<file path="config.mk">
export PLATFORM = sky130hd
export DESIGN_NAME = event_corner_tracker_unit
export DESIGN_NICKNAME = d
export VERILOG_FILES = /design/src/hw/rtl/ect_pkg.sv /design/src/hw/rtl/event_corner_tracker_unit.sv /design/src/hw/rtl/ect_divider.sv /design/src/hw/rtl/ect_corner_mem.sv
export VERILOG_INCLUDE_DIRS = /design/src /design/src/hw/rtl
export SDC_FILE = /design/constraint.sdc
export NUM_CORES = 2
export LEC_CHECK = 0
export BUFFER_PORTS_ARGS = -buffer_cell sky130_fd_sc_hd__buf_2
export CAP_MARGIN = 5
export CORE_MARGIN = 3
export CORE_UTILIZATION = 50
export CTS_BUF_LIST = sky130_fd_sc_hd__clkbuf_16
export DETAILED_ROUTE_END_ITERATION = 8
export PLACE_DENSITY_LB_ADDON = 0.2
export SLEW_MARGIN = 15
export SYNTH_ARGS = -nofsm -noshare
export SYNTH_HDL_FRONTEND = slang
export SYNTH_SLANG_ARGS = --single-unit
</file>
<file path="constraint.sdc">
create_clock -name i_clk -period 13.8 [get_ports i_clk]
set_input_delay 0.69 -clock i_clk [delete_from_list [all_inputs] [get_ports i_clk]]
set_output_delay 0.69 -clock i_clk [all_outputs]
set_load 0.01 [all_outputs]
</file>
<file path="src/hw/rtl/event_corner_tracker_unit_defines.svh">
// Assertion macros for the corner tracker.
`ifndef EVENT_CORNER_TRACKER_UNIT_DEFINES_SVH
`define EVENT_CORNER_TRACKER_UNIT_DEFINES_SVH
`ifndef ASSERT_OFF
`define ECT_ASSERT(label, clk, rst_n, prop, msg) \
    label: assert property (@(posedge clk) disable iff (!rst_n) (prop)) else $error(msg);
`define ECT_ASSERT_RST(label, clk, prop, msg) \
    label: assert property (@(posedge clk) (prop)) else $error(msg);
`else
`define ECT_ASSERT(label, clk, rst_n, prop, msg)
`define ECT_ASSERT_RST(label, clk, prop, msg)
`endif
`endif

</file>
<file path="src/hw/rtl/ect_pkg.sv">
`default_nettype none
package ect_pkg;
    localparam int unsigned CoordW = 10;
    localparam int unsigned LimitW = 20;
    localparam int unsigned GainW  = 16;
    localparam int unsigned OpW    = 2;
    localparam int unsigned SqW    = 21;

    localparam logic [OpW-1:0] OP_CLEAR  = 2'd0;
    localparam logic [OpW-1:0] OP_APPEND = 2'd1;
    localparam logic [OpW-1:0] OP_EVENT  = 2'd2;

    localparam logic [SqW-1:0] SEARCH_START_SQ = 21'd1000000;
    localparam logic [CoordW-1:0] COORD_MAX = 10'd1023;

    localparam logic REG_LIMIT = 1'b0;
    localparam logic REG_GAIN  = 1'b1;

    typedef logic [CoordW-1:0] t_coord;

    // divider handshake
    typedef struct packed {
        logic        start;
        logic [15:0] dividend;
        logic [15:0] divisor;
    } t_div_req;
endpackage
`default_nettype wire

</file>
<file path="src/hw/rtl/event_corner_tracker_unit.sv">
`default_nettype none
// Event corner tracker.
// Command channel: drive i_op, i_pos_x, i_pos_y with i_start high while
// o_busy is low; the word is taken at that edge. One result word per
// command appears on the o_* fields, held until the next, with a one-cycle o_done.
// Config: i_cfg_we, i_cfg_index (0 limit, 1 gain), i_cfg_data, only while
// idle. Corners live in one single-port memory of MAX_CORNERS words.
// Steps after the accept edge, N = corner count after the op:
//   search over N entries: read, then distance/compare
//   decide: reread of the best entry when matched
//   update pass (matched): read, multiply, add/clamp, write back per entry
//   centroid: read per entry, then x and y divides,
//             each started in S_CDIV and awaited in S_CWAIT on the 16-step divider
//   output: o_done is high in the cycle after it
// A matched event runs every step, an unmatched event skips the update pass, append or
// unused op runs centroid (skipped on an empty table) and output, clear or empty-table event output only.
// One command at a time; the next may be taken in the o_done cycle.
// Reset: count zero, registers to defaults; corner contents are not
// cleared (entries past count are never read). The receiver cannot
// stall: o_done is a one-cycle pulse.
module event_corner_tracker_unit #(
    parameter int unsigned MAX_CORNERS = 16
) (
    input  wire         i_clk,
    input  wire         i_rst_n,
    input  wire         i_start,
    output logic        o_busy,
    input  wire  [1:0]  i_op,
    input  wire  [9:0]  i_pos_x,
    input  wire  [9:0]  i_pos_y,
    input  wire         i_cfg_we,
    input  wire         i_cfg_index,
    input  wire  [19:0] i_cfg_data,
    output logic        o_done,
    output logic        o_matched,
    output logic [3:0]  o_match_index,
    output logic [9:0]  o_center_x,
    output logic [9:0]  o_center_y,
    output logic [4:0]  o_corner_count,
    output logic        o_table_full
);
    `include "event_corner_tracker_unit_defines.svh"

    localparam int unsigned AW = (MAX_CORNERS > 1) ? $clog2(MAX_CORNERS) : 1;
    localparam int unsigned CNTW = $clog2(MAX_CORNERS + 1);
    localparam int unsigned CW = ect_pkg::CoordW;

    typedef enum logic [3:0] {
        S_IDLE, S_SRD, S_SCMP, S_DECIDE, S_URD, S_UMUL, S_UADD, S_UWR,
        S_CRD, S_CDIV, S_CWAIT, S_OUT
    } t_state;

    t_state r_state;
    logic [19:0] r_limit;
    logic [15:0] r_gain;
    logic [CNTW-1:0] r_count;
    ect_pkg::t_coord r_px, r_py;
    logic [AW-1:0] r_idx;
    logic [CNTW-1:0] r_iter;
    logic [ect_pkg::SqW-1:0] r_best;
    logic [AW-1:0] r_bi;
    logic r_rd_pend;
    logic signed [CW:0] r_ddx, r_ddy;
    logic signed [27:0] r_px_prod, r_py_prod;
    ect_pkg::t_coord r_nx, r_ny;
    logic r_matched, r_full, r_axis;
    logic [CW+4:0] r_sum_x, r_sum_y;
    ect_pkg::t_coord r_cur_x, r_cur_y;

    logic mem_we;
    logic [AW-1:0] mem_addr;
    logic [2*CW-1:0] mem_wdata, mem_rdata;
    ect_pkg::t_coord rd_x, rd_y;

    ect_pkg::t_div_req div_req;
    logic div_done;
    logic [15:0] div_quot;

    assign rd_x = mem_rdata[2*CW-1:CW];
    assign rd_y = mem_rdata[CW-1:0];

    ect_corner_mem #(.DEPTH(MAX_CORNERS), .AW(AW)) u_mem (
        .i_clk(i_clk), .i_we(mem_we), .i_addr(mem_addr),
        .i_wdata(mem_wdata), .o_rdata(mem_rdata)
    );

    ect_divider #(.W(16)) u_div (
        .i_clk(i_clk), .i_rst_n(i_rst_n), .i_start(div_req.start),
        .i_dividend(div_req.dividend), .i_divisor(div_req.divisor),
        .o_done(div_done), .o_quot(div_quot)
    );

    // squared distance of the word just read
    logic signed [CW:0] dx, dy;
    logic [ect_pkg::SqW-1:0] dsq;
    always_comb begin
        dx  = $signed({1'b0, rd_x}) - $signed({1'b0, r_px});
        dy  = $signed({1'b0, rd_y}) - $signed({1'b0, r_py});
        dsq = ect_pkg::SqW'(dx * dx) + ect_pkg::SqW'(dy * dy);
    end

    // shift: old*65536 + gain*delta, truncate, clamp
    function automatic ect_pkg::t_coord clamp_q(input logic [CW-1:0] old,
                                                 input logic signed [27:0] prod);
        logic signed [28:0] s;
        begin
            s = $signed({3'b0, old, 16'b0}) + 29'(prod);
            if (s < 0) clamp_q = '0;
            else if (s[28:16] > 13'(ect_pkg::COORD_MAX)) clamp_q = ect_pkg::COORD_MAX;
            else clamp_q = s[25:16];
        end
    endfunction

    always_comb begin
        mem_we    = 1'b0;
        mem_addr  = r_idx;
        mem_wdata = {r_nx, r_ny};
        if (r_state == S_IDLE) begin
            mem_addr  = r_count[AW-1:0];
            mem_wdata = {i_pos_x, i_pos_y};
            mem_we = i_start && (i_op == ect_pkg::OP_APPEND)
                     && (r_count < CNTW'(MAX_CORNERS));
        end else if (r_state == S_UWR) begin
            mem_we = 1'b1;
        end
        div_req.start    = (r_state == S_CDIV);
        div_req.dividend = 16'(r_axis ? r_cur_y : r_cur_x);
        div_req.divisor  = 16'(r_count);
    end

    assign o_busy = (r_state != S_IDLE);

    always_ff @(posedge i_clk) begin
        if (!i_rst_n) begin
            r_state <= S_IDLE;
            r_limit <= 20'd400;
            r_gain  <= 16'd32768;
            r_count <= '0;
            o_done  <= 1'b0;
        end else begin
            o_done <= 1'b0;
            if (i_cfg_we) begin
                case (i_cfg_index)
                    ect_pkg::REG_LIMIT: r_limit <= i_cfg_data;
                    ect_pkg::REG_GAIN:  r_gain  <= i_cfg_data[15:0];
                    default: ;
                endcase
            end
            case (r_state)
                S_IDLE: begin
                    if (i_start) begin
                        r_px <= i_pos_x; r_py <= i_pos_y;
                        r_matched <= 1'b0; r_full <= 1'b0;
                        r_idx <= '0; r_iter <= '0;
                        r_best <= ect_pkg::SEARCH_START_SQ; r_bi <= '0;
                        r_sum_x <= '0; r_sum_y <= '0;
                        r_rd_pend <= 1'b0;
                        case (i_op)
                            ect_pkg::OP_CLEAR: begin
                                r_count <= '0;
                                r_state <= S_OUT;
                            end
                            ect_pkg::OP_APPEND: begin
                                if (r_count < CNTW'(MAX_CORNERS)) r_count <= r_count + 1'b1;
                                else r_full <= 1'b1;
                                r_state <= S_CRD;
                            end
                            ect_pkg::OP_EVENT: r_state <= (r_count == '0) ? S_OUT : S_SRD;
                            default: r_state <= S_CRD;
                        endcase
                    end
                end
                S_SRD: r_state <= S_SCMP;
                S_SCMP: begin
                    if (dsq < r_best) begin
                        r_best <= dsq; r_bi <= r_idx;
                    end
                    if (r_iter + 1'b1 == r_count) begin
                        r_state <= S_DECIDE;
                        r_idx <= r_bi;
                    end else begin
                        r_iter <= r_iter + 1'b1;
                        r_idx <= r_idx + 1'b1;
                        r_state <= S_SRD;
                    end
                end
                S_DECIDE: begin
                    // r_idx = best index: read it for the deltas
                    if (!r_rd_pend) begin
                        r_idx <= r_bi;
                        if (r_best < {1'b0, r_limit}) r_rd_pend <= 1'b1;
                        else begin
                            r_idx <= '0; r_iter <= '0; r_state <= S_CRD;
                        end
                    end else if (r_rd_pend && r_iter != '1) begin
                        r_iter <= '1; // wait for the registered read data
                    end else begin
                        r_ddx <= $signed({1'b0, r_px}) - $signed({1'b0, rd_x});
                        r_ddy <= $signed({1'b0, r_py}) - $signed({1'b0, rd_y});
                        r_matched <= 1'b1;
                        r_idx <= '0; r_iter <= '0;
                        r_rd_pend <= 1'b0;
                        r_state <= S_URD;
                    end
                end
                S_URD: r_state <= S_UMUL;
                S_UMUL: begin
                    r_cur_x <= rd_x; r_cur_y <= rd_y;
                    r_px_prod <= $signed({1'b0, r_gain}) * r_ddx;
                    r_py_prod <= $signed({1'b0, r_gain}) * r_ddy;
                    r_state <= S_UADD;
                end
                S_UADD: begin
                    r_nx <= clamp_q(r_cur_x, r_px_prod);
                    r_ny <= clamp_q(r_cur_y, r_py_prod);
                    r_state <= S_UWR;
                end
                S_UWR: begin
                    if (r_iter + 1'b1 == r_count) begin
                        r_idx <= '0; r_iter <= '0; r_state <= S_CRD;
                    end else begin
                        r_iter <= r_iter + 1'b1; r_idx <= r_idx + 1'b1;
                        r_state <= S_URD;
                    end
                end
                S_CRD: begin
                    if (r_count == '0) r_state <= S_OUT;
                    else if (!r_rd_pend) r_rd_pend <= 1'b1;
                    else begin
                        r_rd_pend <= 1'b0;
                        r_axis <= 1'b0;
                        r_cur_x <= rd_x; r_cur_y <= rd_y;
                        r_state <= S_CDIV;
                    end
                end
                S_CDIV: r_state <= S_CWAIT;
                S_CWAIT: begin
                    if (div_done) begin
                        if (!r_axis) begin
                            r_sum_x <= r_sum_x + (CW+5)'(div_quot);
                            r_axis <= 1'b1;
                            r_state <= S_CDIV;
                        end else begin
                            r_sum_y <= r_sum_y + (CW+5)'(div_quot);
                            if (r_iter + 1'b1 == r_count) r_state <= S_OUT;
                            else begin
                                r_iter <= r_iter + 1'b1; r_idx <= r_idx + 1'b1;
                                r_state <= S_CRD;
                            end
                        end
                    end
                end
                S_OUT: begin
                    o_done <= 1'b1;
                    o_matched <= r_matched;
                    o_match_index <= r_matched ? 4'(r_bi) : 4'd0;
                    o_center_x <= r_sum_x[CW-1:0];
                    o_center_y <= r_sum_y[CW-1:0];
                    o_corner_count <= 5'(r_count);
                    o_table_full <= r_full;
                    r_state <= S_IDLE;
                end
                default: r_state <= S_IDLE;
            endcase
        end
    end

    `ECT_ASSERT(a_count_range, i_clk, i_rst_n, r_count <= CNTW'(MAX_CORNERS), "count overflow")
    `ECT_ASSERT(a_done_from_out, i_clk, i_rst_n, o_done |-> $past(r_state == S_OUT), "done without output state")
    `ECT_ASSERT(a_no_write_busy_idle, i_clk, i_rst_n, (mem_we && r_state == S_IDLE) |-> i_start, "stray write")
    `ECT_ASSERT(a_match_limit, i_clk, i_rst_n, (o_done && o_matched) |-> o_corner_count != 5'd0, "match on empty table")
endmodule
`default_nettype wire

</file>
<file path="src/hw/rtl/ect_divider.sv">
`default_nettype none
// Restoring divider, one quotient bit per cycle.
module ect_divider #(
    parameter int unsigned W = 16
) (
    input  wire          i_clk,
    input  wire          i_rst_n,
    input  wire          i_start,
    input  wire [W-1:0]  i_dividend,
    input  wire [W-1:0]  i_divisor,
    output logic         o_done,
    output logic [W-1:0] o_quot
);
    localparam int unsigned CW = $clog2(W + 1);
    logic [W-1:0] r_rem, r_quot, r_dvs;
    logic [CW-1:0] r_cnt;
    logic r_busy;
    logic [W:0] n_trial;
    logic [W-1:0] n_rem;

    always_comb begin
        n_rem   = {r_rem[W-2:0], r_quot[W-1]};
        n_trial = {1'b0, n_rem} - {1'b0, r_dvs};
    end

    always_ff @(posedge i_clk) begin
        if (!i_rst_n) begin
            r_busy <= 1'b0;
            o_done <= 1'b0;
            r_cnt  <= '0;
        end else begin
            o_done <= 1'b0;
            if (i_start) begin
                r_busy <= 1'b1;
                r_rem  <= '0;
                r_quot <= i_dividend;
                r_dvs  <= i_divisor;
                r_cnt  <= CW'(W);
            end else if (r_busy) begin
                if (n_trial[W]) begin
                    r_rem <= n_rem;
                    r_quot <= {r_quot[W-2:0], 1'b0};
                end else begin
                    r_rem <= n_trial[W-1:0];
                    r_quot <= {r_quot[W-2:0], 1'b1};
                end
                r_cnt <= r_cnt - 1'b1;
                if (r_cnt == CW'(1)) begin
                    r_busy <= 1'b0;
                    o_done <= 1'b1;
                end
            end
        end
    end

    assign o_quot = r_quot;
endmodule
`default_nettype wire

</file>
<file path="src/hw/rtl/ect_corner_mem.sv">
`default_nettype none
// Corner store: x and y packed in one word, one port, registered read.
module ect_corner_mem #(
    parameter int unsigned DEPTH = 16,
    parameter int unsigned AW = 4
) (
    input  wire                          i_clk,
    input  wire                          i_we,
    input  wire [AW-1:0]                 i_addr,
    input  wire [2*ect_pkg::CoordW-1:0]  i_wdata,
    output logic [2*ect_pkg::CoordW-1:0] o_rdata
);
    logic [2*ect_pkg::CoordW-1:0] r_mem [DEPTH];

    always_ff @(posedge i_clk) begin
        if (i_we) begin
            r_mem[i_addr] <= i_wdata;
        end
        o_rdata <= r_mem[i_addr];
    end
endmodule
`default_nettype wire

</file>
==> flow_summary.ini <==
[floorplan]
chip_height_um = 311
pin_count = 80
effective_utilization_at_floorplan_pct = 50.6
die_area_mm2 = 0.0966
core-area_mm2 = 0.0919
die_outline_width_um = 311
number_of_placement_rows = 111

[layout]
proportion_of_layout_cells_with_a_drive_suffix_above_1_pct = 8.70
syn_to_final_growth_pct = 9.01
final.fill_count = 7957
fin_cells = 5406
final_core_util_pct = 55.1
fin_nets = 4994

[sta]
achievable-frequency_mhz = 97.0
tightest_slew_ps = 1130
clock-skew-final_ps = 60.2
hold_viol = 0
final_min_period_over_clock_period_pct = 74.7
fin_tns_setup_ps = 0
rsz_0062_raised_after_global_routing = false
report.final.slew_viol_count = 0
timing.max_slew.rel_slack_pct = 24.6
setup_failing_eps_final = 0
final_critical_period_ps = 10310

[synth]
synth_async_sr_flop_share_pct = 0
synth.yosys.warnings = 0
synth_edf_count = 551
yosysUniqueCellTypes = 73
mappedNetlistArea_mm2 = 0.0465
synth.ff_latch_count = 624
synthesis.instances = 4046
synth_area_per_cell_um2 = 11.5
syn_nets = 4936
synth_top_flop_cell = sky130_fd_sc_hd__edfxtp_1
synth.yosys.seq_area_share_pct = 38.7

[routing]
routed_wirelength_um = 110000
drt_iter0_drc = 2048
wl_per_cell_um = 20.4
vias_per_cell = 5.37
dr.pass1.iters = 5
drc = 0
drt.antenna.violating_nets = 0
vias = 29000

[global_routing]
grt_use_total_pct = 23.3
grt_start_max_net_pins = 57
first_pass_grt_wire_length_um = 174000
initial_antenna_violation_count = 1
total_congestion_overflow = 0
first_global_vias = 30500

[run]
maxCapViolCount = 0

[clock_network]
htree_num_levels = 3
clock_tree.buffer_depth = 3
postCtsSetupBuffers = 0
post_cts_resized = 0
cts_hold_repair.buffers = 0
cts_inserted_buffers = 70
clock_tree_from_tritoncts = yes
clock_insertion_delay_worst_skew_ps = 650
cts.root.buffer_cell = sky130_fd_sc_hd__clkbuf_16
cts_num_sinks = 624
clkTransAtPathRegs_ps = 60

[setup_path]
arrival_ps = 10590
critPathRequiredTime_ps = 14080
worst-setup-path-type = flip-flop to flip-flop
crit_path_start_kind = flip-flop
register_to_register_setup_slack_ps = 3490
timing.critical_path.slowest_stage_cell = sky130_fd_sc_hd__a21oi_1
crit_path_max_fanout = 23
end_kind = flip-flop
crit_path_max_incr_delay_ps = 600
cp_common_cell = sky130_fd_sc_hd__fa_1

[status]
result_of_the_run = completed

[placement]
place_inst = 5275
io_buffers = 79
gpl.final_weighted_congestion = 0.914
post-dp-hpwl_um = 80700

[worst_hold_path]
hp-class = primary input to flip-flop
==> layer usage <==
layer	vias to the layer above	global-route usage (%)	part of all wire [%]
li1	13400	-	-
met1	14600	31.7	43
met2	815	39.0	48
met3	186	3.12	5.3
met4	0	7.58	3.3
met5	-	0	0
==> synth_stat cells, types with 45 or more instances <==
cell type / n / area (um2)
sky130_fd_sc_hd__edfxtp_1: 551 / 16500
sky130_fd_sc_hd__mux4_2: 80 / 1800
sky130_fd_sc_hd__fa_1: 482 / 9650
sky130_fd_sc_hd__nor2_1: 199 / 747
sky130_fd_sc_hd__xor2_1: 48 / 420
sky130_fd_sc_hd__dfxtp_1: 73 / 1460
sky130_fd_sc_hd__xnor2_1: 96 / 841
sky130_fd_sc_hd__nand2_1: 448 / 1680
sky130_fd_sc_hd__a22oi_1: 45 / 338
sky130_fd_sc_hd__a21oi_1: 123 / 616
sky130_fd_sc_hd__clkbuf_1: 118 / 443
sky130_fd_sc_hd__o21ai_0: 63 / 315
sky130_fd_sc_hd__a21o_1: 67 / 503
sky130_fd_sc_hd__inv_1: 699 / 2620
sky130_fd_sc_hd__and2_1: 187 / 1170
sky130_fd_sc_hd__nand2b_1: 62 / 388
sky130_fd_sc_hd__ha_1: 361 / 4520
==> cells by family (layout without fill, tap and decap cells) <==
logic type	after synthesis	in the layout	synth area share (%)
fa+ha+maj	843	843	30.5
flops	624	624	38.7
buf+inv	846	962	6.92
compound gates	427	427	6.02
xor+xnor	147	147	2.82
mux	99	99	4.29
simple gates	1060	1060	10.7
other cells	0	1	0
==> state kept, by name (all words and copies together) (netlist names), 11 cells and up <==
register and count:
r_best 21, r_py_prod 12, r_gain 16, r_ddx 11, u_div.r_rem 15, r_ddy 11
u_div.o_quot 16, r_limit 20, r_px_prod 12, u_mem.r_mem 320, u_mem.o_rdata 20
==> placed cells by master, fill, tap and decap left out, drive strengths merged, types with 10 or more instances in the layout <==
cell type,n
inv,718
edfxtp,551
fa,482
nand2,448
ha,361
nor2,199
and2,187
buf,126
a21oi,124
xnor2,99
mux4,80
dfxtp,73
o21ai,72
clkbuf,70
a21o,67
nand2b,62
xor2,48
a22oi,45
nor3,43
clkinv,39
o21a,29
and3,23
nand3,20
nor2b,20
mux2i,17
o21bai,13
or3,12
a21boi,12
or2,10
a2111oi,10
==> worst max-delay path: cells and delay by family, from the launching register on <==
family          cells  cell delay [ps]
buf+inv             7              910
xor+xnor            1              140
flops               1              340
simple gates        7             1310
compound gates     11             2750
fa+ha+maj          10             4450
==> metrics by stage <==
stage	setup slack, ps	cell area [um2]	hold slack [ps]
floorplan	3610	46500	400
global placement	3670	48300	443
detailed placement	3600	48300	450
CTS	3530	50600	239
global route	2930	50700	247
finish	3490	50700	257
==> final cells by class <==
cell class / count / area (um2) / share of cell area (%)
Inverter: 706 / 2650 / 5.23
Multi-Input combinational cell: 2576 / 25400 / 50.1
Sequential cell: 624 / 18000 / 35.5
Tap cell: 1243 / 1560 / 3.07
Timing Repair Buffer: 126 / 748 / 1.48
Clock inverter: 60 / 559 / 1.10
Clock buffer: 70 / 1750 / 3.46
Antenna cell: 1 / 2.50 / 0.00494
==> final timing paths <==
check        startpoint             to  cells past startpoint
max             r_px[2]      r_best[4]                     36
max reg2reg     r_px[2]      r_best[4]                     36
min reg2reg  r_sum_x[0]  o_center_x[0]                      0
min          i_pos_x[5]        r_px[5]                      1
Power is left out: the tool's default activity adds up to more than one toggle a clock period on the data nets, which glitch-free logic cannot reach.
